$ cat src/triaxial_sample_scale_and_average_defines.svh
// Assertion macros shared by the block's modules.
`ifndef TRIAXIAL_SAMPLE_SCALE_AND_AVERAGE_DEFINES_SVH
`define TRIAXIAL_SAMPLE_SCALE_AND_AVERAGE_DEFINES_SVH

// The consequent must hold in the same cycle as the antecedent.
`define TSSA_ASSERT_SAME(lbl, ck, rn, ante, cons, msg) \
	lbl: assert property (@(posedge ck) disable iff (!rn) (ante) |-> (cons)) \
		else $error(msg);

// The consequent must hold in the cycle after the antecedent.
`define TSSA_ASSERT_NEXT(lbl, ck, rn, ante, cons, msg) \
	lbl: assert property (@(posedge ck) disable iff (!rn) (ante) |=> (cons)) \
		else $error(msg);

`endif

$ cat src/tssa_pkg.sv
package tssa_pkg;

	localparam int NUM_AXES      = 3;
	localparam int RAW_W         = 16;
	localparam int LOW_W         = 12;
	localparam int CONV_W        = 15;
	localparam int MEAN_W        = 15;
	localparam int AVG_COUNT_DEF = 10;
	localparam int QUEUE_DEPTH   = 4;
	localparam int RECIP_SHIFT   = 31;
	localparam int RECIP_W       = 32;

	localparam logic [RAW_W-LOW_W-1:0] NEG_NIBBLE = 4'hF;

	typedef logic signed [CONV_W-1:0] conv_t;

	typedef struct packed {
		logic [NUM_AXES-1:0][CONV_W-1:0] conv;
		logic                            last;
	} item_t;

	typedef struct packed {
		logic full;
		logic empty;
	} q_status_t;

	// A word whose top nibble is all ones is treated as a negative reading.
	function automatic conv_t convert_axis(input logic [RAW_W-1:0] w);
		logic [LOW_W-1:0]  low;
		logic [CONV_W-1:0] mag;
		logic              neg;
		neg = (w[RAW_W-1:LOW_W] == NEG_NIBBLE);
		if (neg) begin
			low = {LOW_W{1'b0}} - w[LOW_W-1:0];
		end else begin
			low = w[LOW_W-1:0];
		end
		mag = {1'b0, low, 2'b00};
		if (neg) begin
			return conv_t'({CONV_W{1'b0}} - mag);
		end
		return conv_t'(mag);
	endfunction

endpackage

$ cat src/tssa_front.sv
module tssa_front #(
	parameter int AVG_COUNT = tssa_pkg::AVG_COUNT_DEF
) (
	input  logic                         clk,
	input  logic                         arst_n,
	input  logic                         in_valid,
	output logic                         in_stall,
	input  logic [tssa_pkg::RAW_W-1:0]   x_raw,
	input  logic [tssa_pkg::RAW_W-1:0]   y_raw,
	input  logic [tssa_pkg::RAW_W-1:0]   z_raw,
	input  tssa_pkg::q_status_t          q_status,
	output logic                         push,
	output tssa_pkg::item_t              push_item
);
	import tssa_pkg::*;

	localparam int CNT_W = $clog2(AVG_COUNT + 1);

	logic [CNT_W-1:0] count_q;
	logic             closes;

	assign in_stall = q_status.full;
	assign push     = in_valid && !q_status.full;
	assign closes   = (count_q == CNT_W'(AVG_COUNT - 1));

	always_comb begin
		push_item.conv[0] = convert_axis(x_raw);
		push_item.conv[1] = convert_axis(y_raw);
		push_item.conv[2] = convert_axis(z_raw);
		push_item.last    = closes;
	end

	always_ff @(posedge clk or negedge arst_n) begin
		if (!arst_n) begin
			count_q <= '0;
		end else if (push) begin
			if (closes) begin
				count_q <= '0;
			end else begin
				count_q <= count_q + 1'b1;
			end
		end
	end

endmodule

$ cat src/tssa_queue.sv
`include "triaxial_sample_scale_and_average_defines.svh"

module tssa_queue (
	input  logic                clk,
	input  logic                arst_n,
	input  logic                push,
	input  tssa_pkg::item_t     push_item,
	input  logic                pop,
	output tssa_pkg::item_t     head_item,
	output tssa_pkg::q_status_t q_status
);
	import tssa_pkg::*;

	localparam int PTR_W = $clog2(QUEUE_DEPTH);
	localparam int CNT_W = $clog2(QUEUE_DEPTH + 1);

	item_t            entries_q [QUEUE_DEPTH];
	logic [PTR_W-1:0] wr_ptr_q;
	logic [PTR_W-1:0] rd_ptr_q;
	logic [CNT_W-1:0] count_q;

	assign q_status.full  = (count_q == CNT_W'(QUEUE_DEPTH));
	assign q_status.empty = (count_q == '0);
	assign head_item      = entries_q[rd_ptr_q];

	always_ff @(posedge clk) begin
		if (push) begin
			entries_q[wr_ptr_q] <= push_item;
		end
	end

	always_ff @(posedge clk or negedge arst_n) begin
		if (!arst_n) begin
			wr_ptr_q <= '0;
			rd_ptr_q <= '0;
			count_q  <= '0;
		end else begin
			if (push) begin
				wr_ptr_q <= PTR_W'(wr_ptr_q + 1'b1);
			end
			if (pop) begin
				rd_ptr_q <= PTR_W'(rd_ptr_q + 1'b1);
			end
			if (push && !pop) begin
				count_q <= count_q + 1'b1;
			end else if (pop && !push) begin
				count_q <= count_q - 1'b1;
			end
		end
	end

	`TSSA_ASSERT_SAME(a_no_overflow, clk, arst_n, push, !q_status.full, "queue written when full")
	`TSSA_ASSERT_SAME(a_no_underflow, clk, arst_n, pop, !q_status.empty, "queue read when empty")
	`TSSA_ASSERT_NEXT(a_fill, clk, arst_n, push && !pop, !q_status.empty, "queue lost a word")

endmodule

$ cat src/tssa_back.sv
`include "triaxial_sample_scale_and_average_defines.svh"

module tssa_back #(
	parameter int AVG_COUNT = tssa_pkg::AVG_COUNT_DEF
) (
	input  logic                                             clk,
	input  logic                                             arst_n,
	input  tssa_pkg::q_status_t                              q_status,
	input  tssa_pkg::item_t                                  head_item,
	output logic                                             pop,
	output logic                                             out_valid,
	input  logic                                             out_stall,
	output logic [tssa_pkg::NUM_AXES-1:0][tssa_pkg::MEAN_W-1:0] means
);
	import tssa_pkg::*;

	localparam int SUM_W  = CONV_W + $clog2(AVG_COUNT) + 1;
	localparam int MAG_W  = SUM_W - 1;
	localparam int PROD_W = MAG_W + RECIP_W;
	localparam int D_W    = $clog2(AVG_COUNT + 1);
	localparam int QD_W   = MAG_W + D_W;
	localparam logic [RECIP_W-1:0] RECIP =
		RECIP_W'((64'd1 << RECIP_SHIFT) / AVG_COUNT);

	logic signed [SUM_W-1:0] sums_q  [NUM_AXES];
	logic signed [SUM_W-1:0] next_sum [NUM_AXES];
	logic signed [SUM_W-1:0] sum_s1  [NUM_AXES];
	logic [MAG_W-1:0]        mag_s2  [NUM_AXES];
	logic                    neg_s2  [NUM_AXES];
	logic [MAG_W-1:0]        q0_s3   [NUM_AXES];
	logic [MAG_W-1:0]        mag_s3  [NUM_AXES];
	logic                    neg_s3  [NUM_AXES];
	logic [MAG_W-1:0]        rem_s3  [NUM_AXES];
	logic [MAG_W-1:0]        quot    [NUM_AXES];
	logic [MEAN_W-1:0]       mean_q  [NUM_AXES];
	logic                    v_s1;
	logic                    v_s2;
	logic                    v_s3;
	logic                    out_valid_q;
	logic                    advance;

	assign advance   = !out_valid_q || !out_stall;
	assign pop       = advance && !q_status.empty;
	assign out_valid = out_valid_q;

	always_comb begin
		for (int a = 0; a < NUM_AXES; a++) begin
			logic [QD_W-1:0]   qd;
			logic [QD_W-1:0]   diff;
			logic [SUM_W-1:0]  ext;
			ext = {{(SUM_W - CONV_W){head_item.conv[a][CONV_W-1]}}, head_item.conv[a]};
			next_sum[a] = sums_q[a] + signed'(ext);
			qd = QD_W'(q0_s3[a]) * QD_W'(AVG_COUNT);
			diff = QD_W'(mag_s3[a]) - qd;
			rem_s3[a] = diff[MAG_W-1:0];
			if (rem_s3[a] >= MAG_W'(AVG_COUNT)) begin
				quot[a] = q0_s3[a] + 1'b1;
			end else begin
				quot[a] = q0_s3[a];
			end
			means[a] = mean_q[a];
		end
	end

	always_ff @(posedge clk or negedge arst_n) begin
		if (!arst_n) begin
			for (int a = 0; a < NUM_AXES; a++) begin
				sums_q[a] <= '0;
			end
			v_s1        <= 1'b0;
			v_s2        <= 1'b0;
			v_s3        <= 1'b0;
			out_valid_q <= 1'b0;
		end else if (advance) begin
			if (pop) begin
				for (int a = 0; a < NUM_AXES; a++) begin
					sums_q[a] <= head_item.last ? '0 : next_sum[a];
				end
			end
			v_s1        <= pop && head_item.last;
			v_s2        <= v_s1;
			v_s3        <= v_s2;
			out_valid_q <= v_s3;
		end
	end

	always_ff @(posedge clk) begin
		if (advance) begin
			for (int a = 0; a < NUM_AXES; a++) begin
				logic [SUM_W-1:0]  absval;
				logic [PROD_W-1:0] prod;
				logic [MEAN_W-1:0] qn;
				sum_s1[a] <= next_sum[a];
				absval = sum_s1[a][SUM_W-1] ? ({SUM_W{1'b0}} - sum_s1[a]) : sum_s1[a];
				mag_s2[a] <= absval[MAG_W-1:0];
				neg_s2[a] <= sum_s1[a][SUM_W-1];
				prod = PROD_W'(mag_s2[a]) * PROD_W'(RECIP);
				q0_s3[a]  <= prod[RECIP_SHIFT +: MAG_W];
				mag_s3[a] <= mag_s2[a];
				neg_s3[a] <= neg_s2[a];
				qn = MEAN_W'(quot[a]);
				mean_q[a] <= neg_s3[a] ? ({MEAN_W{1'b0}} - qn) : qn;
			end
		end
	end

	`TSSA_ASSERT_NEXT(a_close_starts, clk, arst_n, pop && head_item.last, v_s1, "closing word did not start a mean")
	`TSSA_ASSERT_NEXT(a_sums_cleared, clk, arst_n, pop && head_item.last, (sums_q[0] == '0) && (sums_q[1] == '0) && (sums_q[2] == '0), "sums not cleared after a block")
	`TSSA_ASSERT_SAME(a_recip_bound, clk, arst_n, v_s3, (rem_s3[0] < MAG_W'(2 * AVG_COUNT)) && (rem_s3[1] < MAG_W'(2 * AVG_COUNT)) && (rem_s3[2] < MAG_W'(2 * AVG_COUNT)), "reciprocal estimate off by more than one")

endmodule

$ cat src/triaxial_sample_scale_and_average.sv
// Channel   Handshake              Word
// input     in_valid / in_stall    x_raw, y_raw, z_raw (16 bits unsigned each)
// output    out_valid / out_stall  x_mean, y_mean, z_mean (15 bits signed each)
//
// One input word is taken per cycle, sustained, as long as the four-entry queue has room.
// The closing word's flag runs from the queue pop through v_s1, v_s2 and v_s3 to out_valid.
// Back pipeline (sum, magnitude, reciprocal multiply, correction): one stage per unstalled cycle.
// Reset clears the sample count, the running sums, the queue and all valid flags.
// A held out_stall freezes the back pipeline while a mean word waits; the input stalls once
// the queue fills.
module triaxial_sample_scale_and_average #(
	parameter int AVG_COUNT = tssa_pkg::AVG_COUNT_DEF
) (
	input  logic                               clk,
	input  logic                               arst_n,
	input  logic                               in_valid,
	output logic                               in_stall,
	input  logic [tssa_pkg::RAW_W-1:0]         x_raw,
	input  logic [tssa_pkg::RAW_W-1:0]         y_raw,
	input  logic [tssa_pkg::RAW_W-1:0]         z_raw,
	output logic                               out_valid,
	input  logic                               out_stall,
	output logic signed [tssa_pkg::MEAN_W-1:0] x_mean,
	output logic signed [tssa_pkg::MEAN_W-1:0] y_mean,
	output logic signed [tssa_pkg::MEAN_W-1:0] z_mean
);
	import tssa_pkg::*;

	q_status_t                         q_status;
	item_t                             push_item;
	item_t                             head_item;
	logic                              push;
	logic                              pop;
	logic [NUM_AXES-1:0][MEAN_W-1:0]   means;

	tssa_front #(
		.AVG_COUNT(AVG_COUNT)
	) u_front (
		.clk      (clk),
		.arst_n   (arst_n),
		.in_valid (in_valid),
		.in_stall (in_stall),
		.x_raw    (x_raw),
		.y_raw    (y_raw),
		.z_raw    (z_raw),
		.q_status (q_status),
		.push     (push),
		.push_item(push_item)
	);

	tssa_queue u_queue (
		.clk      (clk),
		.arst_n   (arst_n),
		.push     (push),
		.push_item(push_item),
		.pop      (pop),
		.head_item(head_item),
		.q_status (q_status)
	);

	tssa_back #(
		.AVG_COUNT(AVG_COUNT)
	) u_back (
		.clk      (clk),
		.arst_n   (arst_n),
		.q_status (q_status),
		.head_item(head_item),
		.pop      (pop),
		.out_valid(out_valid),
		.out_stall(out_stall),
		.means    (means)
	);

	assign x_mean = signed'(means[0]);
	assign y_mean = signed'(means[1]);
	assign z_mean = signed'(means[2]);

endmodule

$ cat config.mk
export PLATFORM = sky130hd
export DESIGN_NAME = triaxial_sample_scale_and_average
export DESIGN_NICKNAME = d
export VERILOG_FILES = /design/src/tssa_pkg.sv /design/src/tssa_front.sv /design/src/tssa_queue.sv /design/src/tssa_back.sv /design/src/triaxial_sample_scale_and_average.sv
export VERILOG_INCLUDE_DIRS = /design/src /design/src/src
export SDC_FILE = /design/constraint.sdc
export NUM_CORES = 1
export LEC_CHECK = 0
export ABC_CLOCK_PERIOD_IN_PS = 7800
export BUFFER_PORTS_ARGS = -buffer_cell sky130_fd_sc_hd__buf_2
export CORE_ASPECT_RATIO = 1.1
export CORE_MARGIN = 5
export CORE_UTILIZATION = 40
export CTS_CLUSTER_DIAMETER = 30
export CTS_CLUSTER_SIZE = 30
export DETAILED_ROUTE_END_ITERATION = 8
export GPL_TIMING_DRIVEN = 0
export HOLD_SLACK_MARGIN = 0.12
export PLACE_DENSITY = 0.67
export SLEW_MARGIN = 10
export SYNTH_ARGS = -nofsm -noshare
export SYNTH_HDL_FRONTEND = slang
export SYNTH_SLANG_ARGS = --single-unit
$ cat constraint.sdc
create_clock -name clk -period 7.8 [get_ports clk]
set_clock_uncertainty 0.1 [all_clocks]
set_input_delay 0 -clock clk [delete_from_list [all_inputs] [get_ports clk]]
set_output_delay 0 -clock clk [all_outputs]
set_load 0.03 [all_outputs]
Yosys cells after proc, flatten, opt, wreduce, memory -nomap -nowiden
Memory sizes are Yosys's and may differ from the RTL's.
Cells that the tools add are included.
{"block": "word_totals", "ff_bits": 75, "ram_bits": 457, "input_bits": 52, "output_inout_bits": 47, "word_cells": 105, "memories": 8}
{"memory": "u_queue.entries_q", "words": 4, "word_bits": 46, "read_ports": 1, "rd_clocked_by_memory_dff": 0, "wr": 1, "line": "tssa_queue.sv:17", "rtl": "item_t entries_q [QUEUE_DEPTH];"}
{"memory": "u_back.sum_s1", "words": 3, "word_bits": 20, "read_ports": 3, "rd_clocked_by_memory_dff": 0, "wr": 3, "line": "tssa_back.sv:27", "rtl": "logic signed [SUM_W-1:0] sum_s1 [NUM_AXES];"}
{"memory": "u_back.mag_s2", "words": 3, "word_bits": 19, "read_ports": 3, "rd_clocked_by_memory_dff": 0, "wr": 3, "line": "tssa_back.sv:28", "rtl": "logic [MAG_W-1:0] mag_s2 [NUM_AXES];"}
{"memory": "u_back.mag_s3", "words": 3, "word_bits": 19, "read_ports": 3, "rd_clocked_by_memory_dff": 0, "wr": 3, "line": "tssa_back.sv:31", "rtl": "logic [MAG_W-1:0] mag_s3 [NUM_AXES];"}
{"memory": "u_back.q0_s3", "words": 3, "word_bits": 16, "read_ports": 3, "rd_clocked_by_memory_dff": 0, "wr": 3, "line": "tssa_back.sv:30", "rtl": "logic [MAG_W-1:0] q0_s3 [NUM_AXES];"}
{"memory": "u_back.mean_q", "words": 3, "word_bits": 15, "read_ports": 3, "rd_clocked_by_memory_dff": 0, "wr": 3, "line": "tssa_back.sv:35", "rtl": "logic [MEAN_W-1:0] mean_q [NUM_AXES];"}
{"memory": "2 more memories"}
{"block": "op_classes", "add_sub_neg": 26, "n_mul": 6, "order_cmp": 3, "n_eq_ne": 5, "muxes": 31, "n_reduce_logical": 15}
{"cell": "two-way mux 15 bit", "count": 12}
{"cell": "multiplier 19 x 26 -> 45 bit (second input constant)", "count": 3}
{"cell": "adder 20 x 15 -> 20 bit", "count": 3}
{"cell": "two-way mux 20 bit", "count": 3}
{"cell": ">= comparator 19 x 4 -> 1 bit (second input constant)", "count": 3}
{"cell": "multiplier 19 x 3 -> 18 bit (second input constant)", "count": 3}
{"cell": "two-way mux 19 bit", "count": 3}
{"cell": "subtractor 1 x 19 -> 19 bit (first input constant)", "count": 3}
{"cell": "subtractor 19 bit", "count": 3}
{"cell": "adder 15 x 1 -> 15 bit (second input constant)", "count": 3}
{"cell": "subtractor 1 x 14 -> 15 bit (first input constant)", "count": 3}
{"cell": "subtractor 1 x 15 -> 15 bit (first input constant)", "count": 3}
{"cell": "two-way mux 12 bit", "count": 3}
{"cell": "subtractor 1 x 12 -> 12 bit (first input constant)", "count": 3}
{"cell": "== test 4 bit (second input constant)", "count": 4}
{"cell": "two-way mux 1 bit", "count": 7}
{"cell": "zero test 1 bit", "count": 6}
{"cell": "two-way mux 3 bit", "count": 2}
{"cell": "logical AND 1 bit", "count": 5}
{"cell": "adder 2 x 1 -> 2 bit (second input constant)", "count": 2}
{"cell": "adder 4 x 1 -> 4 bit (second input constant)", "count": 1}
{"cell": "two-way mux 4 bit", "count": 1}
{"cell": "adder 3 x 1 -> 3 bit (second input constant)", "count": 1}
{"cell": "== test 3 bit (second input constant)", "count": 1}
{"cell": "other kinds (5)", "count": 5}

Longest topological paths before layout
Gate-level depths: netlist of run 1.
{"block": "logic_depth", "word_depth": 7, "ltp_mapped": 35, "mapped_depth_nobuf": 34}

Hierarchy
From an unflattened synthesis of run 1, not the netlist that was laid out.
{"block": "hier_totals", "cells_unflattened": 3992, "hier_area_um2": 44332.5}
{"module": "tssa_back", "instances": 1, "cells_each": 3351, "area_per_inst_um2": 34834.7, "seq_area_each_um2": 9709.3}
{"module": "tssa_queue", "instances": 1, "cells_each": 274, "area_per_inst_um2": 7024.2, "seq_area_each_um2": 5700.5}
{"module": "tssa_front", "instances": 1, "cells_each": 367, "area_per_inst_um2": 2473.6, "seq_area_each_um2": 100.1}

Worst setup path before layout of run 1
No wires, ideal clock.
{"block": "synth_timing", "kind": "register -> register", "from": "reg u_back.out_valid_q, in the netlist u_back.out_valid", "to": "reg u_queue.count_q[1]", "setup_ns": 0.125, "t_arrival_ns": 8.073, "required_ns": 7.575, "slack_ns": -0.497, "path_stages_with_launch": 10, "n_path_buf": 2, "period_less_slack_ns": 8.297, "cell_sequence": "dfrtp_1 nand2_1 o31a_1 inv_1 clkbuf_1 buf_1 ha_1 inv_1 fa_1 mux2_2"}
{"block": "synth_via", "elab_chain_len": 6, "word_cells_on_any_way": 8, "classes_between": "1 x mux; 7 x reduce/logical"}
{"element": "from (decl)", "line": "tssa_back.sv:39", "rtl": "logic out_valid_q;"}
{"element": "from (signal assigned)", "line": "tssa_back.sv:83", "rtl": "out_valid_q <= v_s3;"}
{"element": "zero test 1 bit *", "line": "tssa_back.sv:42", "rtl": "assign advance = !out_valid_q || !out_stall;"}
{"element": "logical OR 1 bit *", "line": "tssa_back.sv:42"}
{"element": "net u_back.advance", "line": "tssa_back.sv:40", "rtl": "logic advance;"}
{"element": "logical AND 1 bit *", "line": "tssa_back.sv:43", "rtl": "assign pop = advance && !q_status.empty;"}
{"element": "zero test 1 bit", "line": "tssa_queue.sv:44", "rtl": "if (push && !pop) begin"}
{"element": "logical AND 1 bit", "line": "tssa_queue.sv:44"}
{"element": "two-way mux 3 bit / nonzero test 2 bit (equally long branches)"}
{"element": "to (signal assigned)", "line": "tssa_queue.sv:45", "rtl": "count_q <= count_q + 1'b1;"}
{"element": "to (signal assigned)", "line": "tssa_queue.sv:47", "rtl": "count_q <= count_q - 1'b1;"}
{"element": "to (decl)", "line": "tssa_queue.sv:20", "rtl": "logic [CNT_W-1:0] count_q;"}
Mark *: on every way through the listed nets, which the timed path passes. The rest lies on a longest branch.
A chain may end at the register's enable or synchronous reset.

==> results.cfg, run 1 <==
[grt]
grt_pass1_wl_um = 142000
grt_max_degree = 112
overflow = 0
grt_util_all_layers = 0.155
grt_pass1_vias = 28739
grt_antenna_before_repair = 1

[drt]
vias = 28105
detail_route.wl_per_cell_um = 15.4
drc = 0
viasPerCell = 5.12
wirelength_um = 84500
first_pass_iters = 5
drtIter0Drc = 1661
drtAntennaViolNets = 0

[cells_and_area]
area_growth_pct = 15.6
finalNetCount = 4901
antennaDiodeCount = 0
layout.cells.non_filler = 5489
drive_gt1_frac = 0.0916

[timing]
hold_viol = 0
period_needed_ns = 7.36
layout_setup_ws_ns = 0.439
worst_slew_pin_slew_ns = 0.974
drv_slew = 0
max_freq_mhz = 136
max_slew_margin = 0.351
period_share = 0.944
setup_violations = 0

[logic_synthesis]
yosysSeqAreaShare = 0.346
synthFlopType = edfxtp_1
syn_area_per_cell_um2 = 10.9
synthArstFlopShare = 0.143
yosys-top-cells-area = edfxtp_1 (30%), ha_1 (17%), fa_1 (12%), xnor2_1 (5.2%), inv_1 (4.4%)
synthDistinctLibCells = 81
synth_most_common_cell = ha_1
synth_edf_count = 415
yosysTopAreaCellShare = 0.304
ys_ff_latch = 484
yosys_warnings = 0
syn-cell-area_um2 = 41000
synthCells = 3755
synth_area_leader_cell = edfxtp_1
netlist_top_cells_count = ha_1 (570), inv_1 (482), edfxtp_1 (415)

[clock_network]
cts_sinks = 484
htree_num_levels = 3
cts_buffer_depth = 3
cts_root_buf = clkbuf_16
cts_tree = done
clkLatencyLatePin_ns = 0.63
cts_buffers = 91
clk_pin_slew_ns = 0.05

[worst_setup_path]
crit_top_cell = fa_1
startpoint_type = register
worst-path-buf-inv = 0
required_ns = 8.07
path_cells = ha_1 > fa_1 > fa_1 > fa_1 > fa_1 > fa_1 > ha_1 > a21oi_1 > nor2b_1 > o21ai_0 > nand2b_1 > a221oi_2 > o2111ai_1 > a31oi_1 > o221ai_1 > o41ai_2 > o21ai_1 > or4_1 > a31oi_1 > xnor2_1
crit_family = adder cells
arrival_ns = 7.63
worst_path_max_delay_cell = fa_1
worst_path_largest_cell_delay_ns = 0.64
cp-end-kind = register
critical_path.max_fanout = 4
critical_path_class = reg2reg

[run_status]
status = complete, no violations

[place]
place_inst = 5245
gp_congestion = 0.888
pre_cts_slack_ns = -0.259
place_hpwl_um = 66600
portBuffers = 95

[floorplanning]
core_area_um2 = 102000
num_rows = 123
die_area_um2 = 109000
dieHeight_um = 346
start_util = 0.402
pin_count = 99
die_x_um = 315

[flow_run]
cap_violations = 0

[worst_hold_path]
hp-class = in2reg
-- worst min-delay path: stages --
cell,delay (ns)
buf_2,0.10
and4_1,0.22
nand2_1,0.15
nor2_1,0.07
xor2_1,0.17
-- per-stage QoR --
| step | area, um2 | util | TNS, ns | hold slack (ns) |
|---|---|---|---|---|
| after detailed placement | 43400 | 0.426 | -0.607 | -0.220 |
| final | 47400 | 0.465 | 0 | 0.156 |
| after global placement | 43300 | 0.424 | -0.411 | 0.186 |
| after floorplan | 41100 | - | 0 | -0.396 |
| after CTS | 47300 | 0.463 | 0 | 0.127 |
| after global routing | 47400 | 0.465 | -0.0345 | 0.198 |
-- logic make-up (layout without fill, tap and decap cells) --
logic type	after synthesis	in the layout	share of synthesized area
AO/OA/AOI/OAI	716	716	0.115
XOR/XNOR	340	340	0.0726
adder cells (fa/ha/maj)	811	811	0.292
buffers and inverters	569	915	0.0526
flip-flops	484	484	0.346
multiplexers	63	63	0.0278
other	2	15	0.000183
AND/OR/NAND/NOR	770	770	0.0948
-- path summary, 6_finish.rpt --
check                                    start                       end  slack [ns]  cells past startpoint
min                                  y_raw[15]  u_queue.entries_q[2][22]        0.16                      5
min reg2reg                u_back.neg_s2[0][1]       u_back.neg_s3[0][1]        0.38                      0
max in group asynchronous               arst_n               u_back.v_s2        6.36                      4
max                        u_back.mag_s2[0][4]       u_back.q0_s3[0][15]        0.44                     20
min in group asynchronous               arst_n          u_back.sums_q[9]        0.47                      3
max reg2reg                u_back.mag_s2[0][4]       u_back.q0_s3[0][15]        0.44                     20
-- cells in the final DEF (no fill, tap or decap), types with 26 or more instances in the layout --
cell type        n
a21oi_1        181
inv_1          482
nand3_1         72
nor2_1         181
nor3_1          69
edfxtp_1       415
fa_1           241
o21bai_1        32
a211oi_1        28
xnor2_1        245
xor2_1          95
ha_1           570
nor2b_1         46
clkbuf_1        80
nand2b_1        38
nand2_1        174
o21a_1          37
dlygate4sd3_1   67
o21ai_0        147
mux4_2          40
a31oi_1         26
a21o_1          61
buf_2           96
a22o_1          41
and3_1          29
dfrtp_1         69
or3_1           28
clkbuf_16       91
-- area by class of cell --
| cell class | instances | area, um2 |
|---|---|---|
| Fill cell | 9188 | 54600 |
| Multi-Input combinational cell | 2715 | 24800 |
| Sequential cell | 484 | 14200 |
| Clock buffer | 99 | 2320 |
| Inverter | 482 | 1810 |
| Tap cell | 1375 | 1720 |
| Timing Repair Buffer | 178 | 1380 |
| Clock inverter | 70 | 815 |
| Buffer | 86 | 347 |
-- state kept, by name, indices dropped and copies added (netlist names), 4 cells and up --
signal / cells
u_back.sums_q: 54
u_front.count_q: 4
u_queue.entries_q: 160
u_back.sum_s1: 54
u_back.mag_s2: 51
u_back.q0_s3: 48
u_back.mean_q: 45
u_back.mag_s3: 51
-- routing by layer --
| metal | share of wire | GRT usage |
|---|---|---|
| met5 | 0 | 0 |
| met4 | 0.020 | 0.0406 |
| met3 | 0.036 | 0.0212 |
| met2 | 0.49 | 0.268 |
| met1 | 0.46 | 0.206 |
-- what timing repair did --
item                                    in CTS  in global routing
pin swaps                                    0                  3
endpoints found under the setup margin       6                 20
hold endpoints to repair                   233                  0
setup buffers                                0                  9
gates resized for setup                      3                 17
hold buffers                                67                  0
Power of run 1 is not shown: default switching activity piles up to over one toggle a cycle in this logic, so the estimate is an artifact.
==> run 2: changes to the inputs <==
--- a/config.mk
+++ b/config.mk
@@ -6,7 +6,7 @@
 export SDC_FILE = /design/constraint.sdc
 export NUM_CORES = 1
 export LEC_CHECK = 0
-export ABC_CLOCK_PERIOD_IN_PS = 7800
+export ABC_CLOCK_PERIOD_IN_PS = 6100
 export BUFFER_PORTS_ARGS = -buffer_cell sky130_fd_sc_hd__buf_2
 export CORE_ASPECT_RATIO = 1.1
 export CORE_MARGIN = 5
==> constraint.sdc (replaced) <==
create_clock -name clk -period 6.1 [get_ports clk]
set_clock_uncertainty 0.1 [all_clocks]
set_input_delay 0 -clock clk [delete_from_list [all_inputs] [get_ports clk]]
set_output_delay 0 -clock clk [all_outputs]
set_load 0.03 [all_outputs]
==> run 2 against run 1 <==
Hold slack gained 0.0055 ns. Final cell count grew 3.3%. Via count grew 3.8%. First-iteration DRC count shrank 18%. Routed wire length grew 7.0%. Count of clock-buffer cells in the layout grew 2. Final area grew 6.8%. The run now ends with negative setup slack left. Flip-flop and latch count is the same.
==> results.cfg, run 2 (synthesized netlist as in run 1, its figures left out) <==
[worst_setup_path]
crit_family = compound AO/OA/AOI/OAI gates
required_ns = 6.38
critical_path.max_fanout = 4
critical_path_class = reg2reg
worst-path-buf-inv = 4
crit_top_cell = a21oi_2
cp-end-kind = register
arrival_ns = 7.02
worst_path_largest_cell_delay_ns = 0.46
worst_path_max_delay_cell = edfxtp_1
startpoint_type = register

[drt]
wirelength_um = 90400
detail_route.wl_per_cell_um = 15.9
drc = 0
viasPerCell = 5.14
first_pass_iters = 5
drtAntennaViolNets = 0
vias = 29159
drtIter0Drc = 1358

[timing]
layout_setup_ws_ns = -0.644
max_freq_mhz = 148
drv_slew = 0
period_share = 1.11
max_slew_margin = 0.425
setup_tns_ns = -8.13
hold_viol = 0
rsz0062_at_grt = yes
setup_violations = 34
period_needed_ns = 6.74
worst_slew_pin_slew_ns = 0.863

[clock_network]
cts_buffer_depth = 3
htree_num_levels = 3
cts_root_buf = clkbuf_16
cts_tree = done
cts_buffers = 91
clkLatencyLatePin_ns = 0.64
clk_pin_slew_ns = 0.05
cts_sinks = 484

[cells_and_area]
mostFrequentLayoutCell = ha_1
fillCellCount = 8851
largest_register = u_queue.entries_q
final_cell_area_um2 = 50700
largest_reg_flops = 160
layout_common_cells = ha_1 (523), inv_1 (466), edfxtp_1 (415)
area_growth_pct = 23.5
final_core_util = 0.496
drive_gt1_frac = 0.195
finalNetCount = 5081
layout.cells.non_filler = 5670
reg_top3 = u_queue.entries_q (160), u_back.sum_s1 (54), u_back.sums_q (54)
antennaDiodeCount = 0

[floorplanning]
core_area_um2 = 102000
die_x_um = 315
start_util = 0.402
dieHeight_um = 346
die_area_um2 = 109000
pin_count = 99
num_rows = 123

[grt]
grt_pass1_wl_um = 149000
grt_antenna_before_repair = 0
grt_pass1_vias = 30063
overflow = 0
grt_max_degree = 106
grt_util_all_layers = 0.163

[run_status]
status = finished, violations left
violations = negative setup slack

[place]
portBuffers = 95
place_inst = 5245
place_area_um2 = 43600
place_hpwl_um = 67300
gp_congestion = 0.882

[flow_run]
cap_violations = 0

[worst_hold_path]
hp-class = in2reg
[run 2: cell count changes in the layout (fill, tap and decap cells not counted), sizes merged]
cell,previous run,this run
clkinvlp,10,8
clkinv,30,28
clkbuf,174,172
buf,122,313
dlygate4sd3,67,60
inv,503,506
[run 2: layout make-up]
class / count / area (um2) / share of cell area
multi-input cells: 2715 / 26500 / 0.524
flip-flops and latches: 484 / 14200 / 0.280
repair buffers: 361 / 2860 / 0.0565
clock buffers: 101 / 2350 / 0.0463
inverters: 482 / 1810 / 0.0357
well taps: 1375 / 1720 / 0.0340
clock inverters: 69 / 836 / 0.0165
plain buffers: 83 / 377 / 0.00743
[run 2: what timing repair did]
item	4_1_cts	5_1_grt
setup buffers	139	68
setup endpoints to repair	81	79
endpoints found under the hold margin	290	0
hold buffers	61	0
cloned	0	0
pin swaps	161	188
gates resized for setup	195	180
[run 2: through the flow]
| stage | setup slack [ns] | hold slack, ns |
|---|---|---|
| 5_1_grt | -0.935 | 0.187 |
| 6_report | -0.644 | 0.161 |
| 3_5_place_dp | -1.18 | -0.174 |
| 4_1_cts | -0.713 | 0.129 |
| 2_1_floorplan | -0.170 | -0.396 |
| 3_3_place_gp | -1.31 | 0.180 |
[run 2: worst paths after layout]
check                           depth (start not counted)                  endpoint                 from  slack, ns
worst max-delay path                                   37      u_back.mean_q[0][44]  u_back.q0_s3[0][36]      -0.64
worst min-delay path                                    5  u_queue.entries_q[2][37]            z_raw[13]       0.16
worst max register to register                         37      u_back.mean_q[0][44]  u_back.q0_s3[0][36]      -0.64
worst min register to register                          1          u_back.out_valid          u_back.v_s3       0.36
max in group asynchronous                               5          u_back.out_valid               arst_n       5.04
min in group asynchronous                               4         u_back.sums_q[47]               arst_n       0.36
[run 2: worst register-to-register path: cells and delay by family, from the launching register on]
kind,cells,cell delay (ns)
buffers and inverters,4,0.57
AOI/OAI and AO/OA,17,2.51
adders and majority gates,4,0.99
DFF,1,0.46
xor gates and xnor gates,3,0.26
and+or+nand+nor,9,1.59
[run 2: layer usage]
metal	up-vias	GRT usage	routed length, um
li1	14302	-	-
met1	14177	0.215	40700
met2	513	0.282	44400
met3	167	0.0213	3240
met4	0	0.0458	2080
met5	-	0	0
Power of run 2 is left out for the same reason.
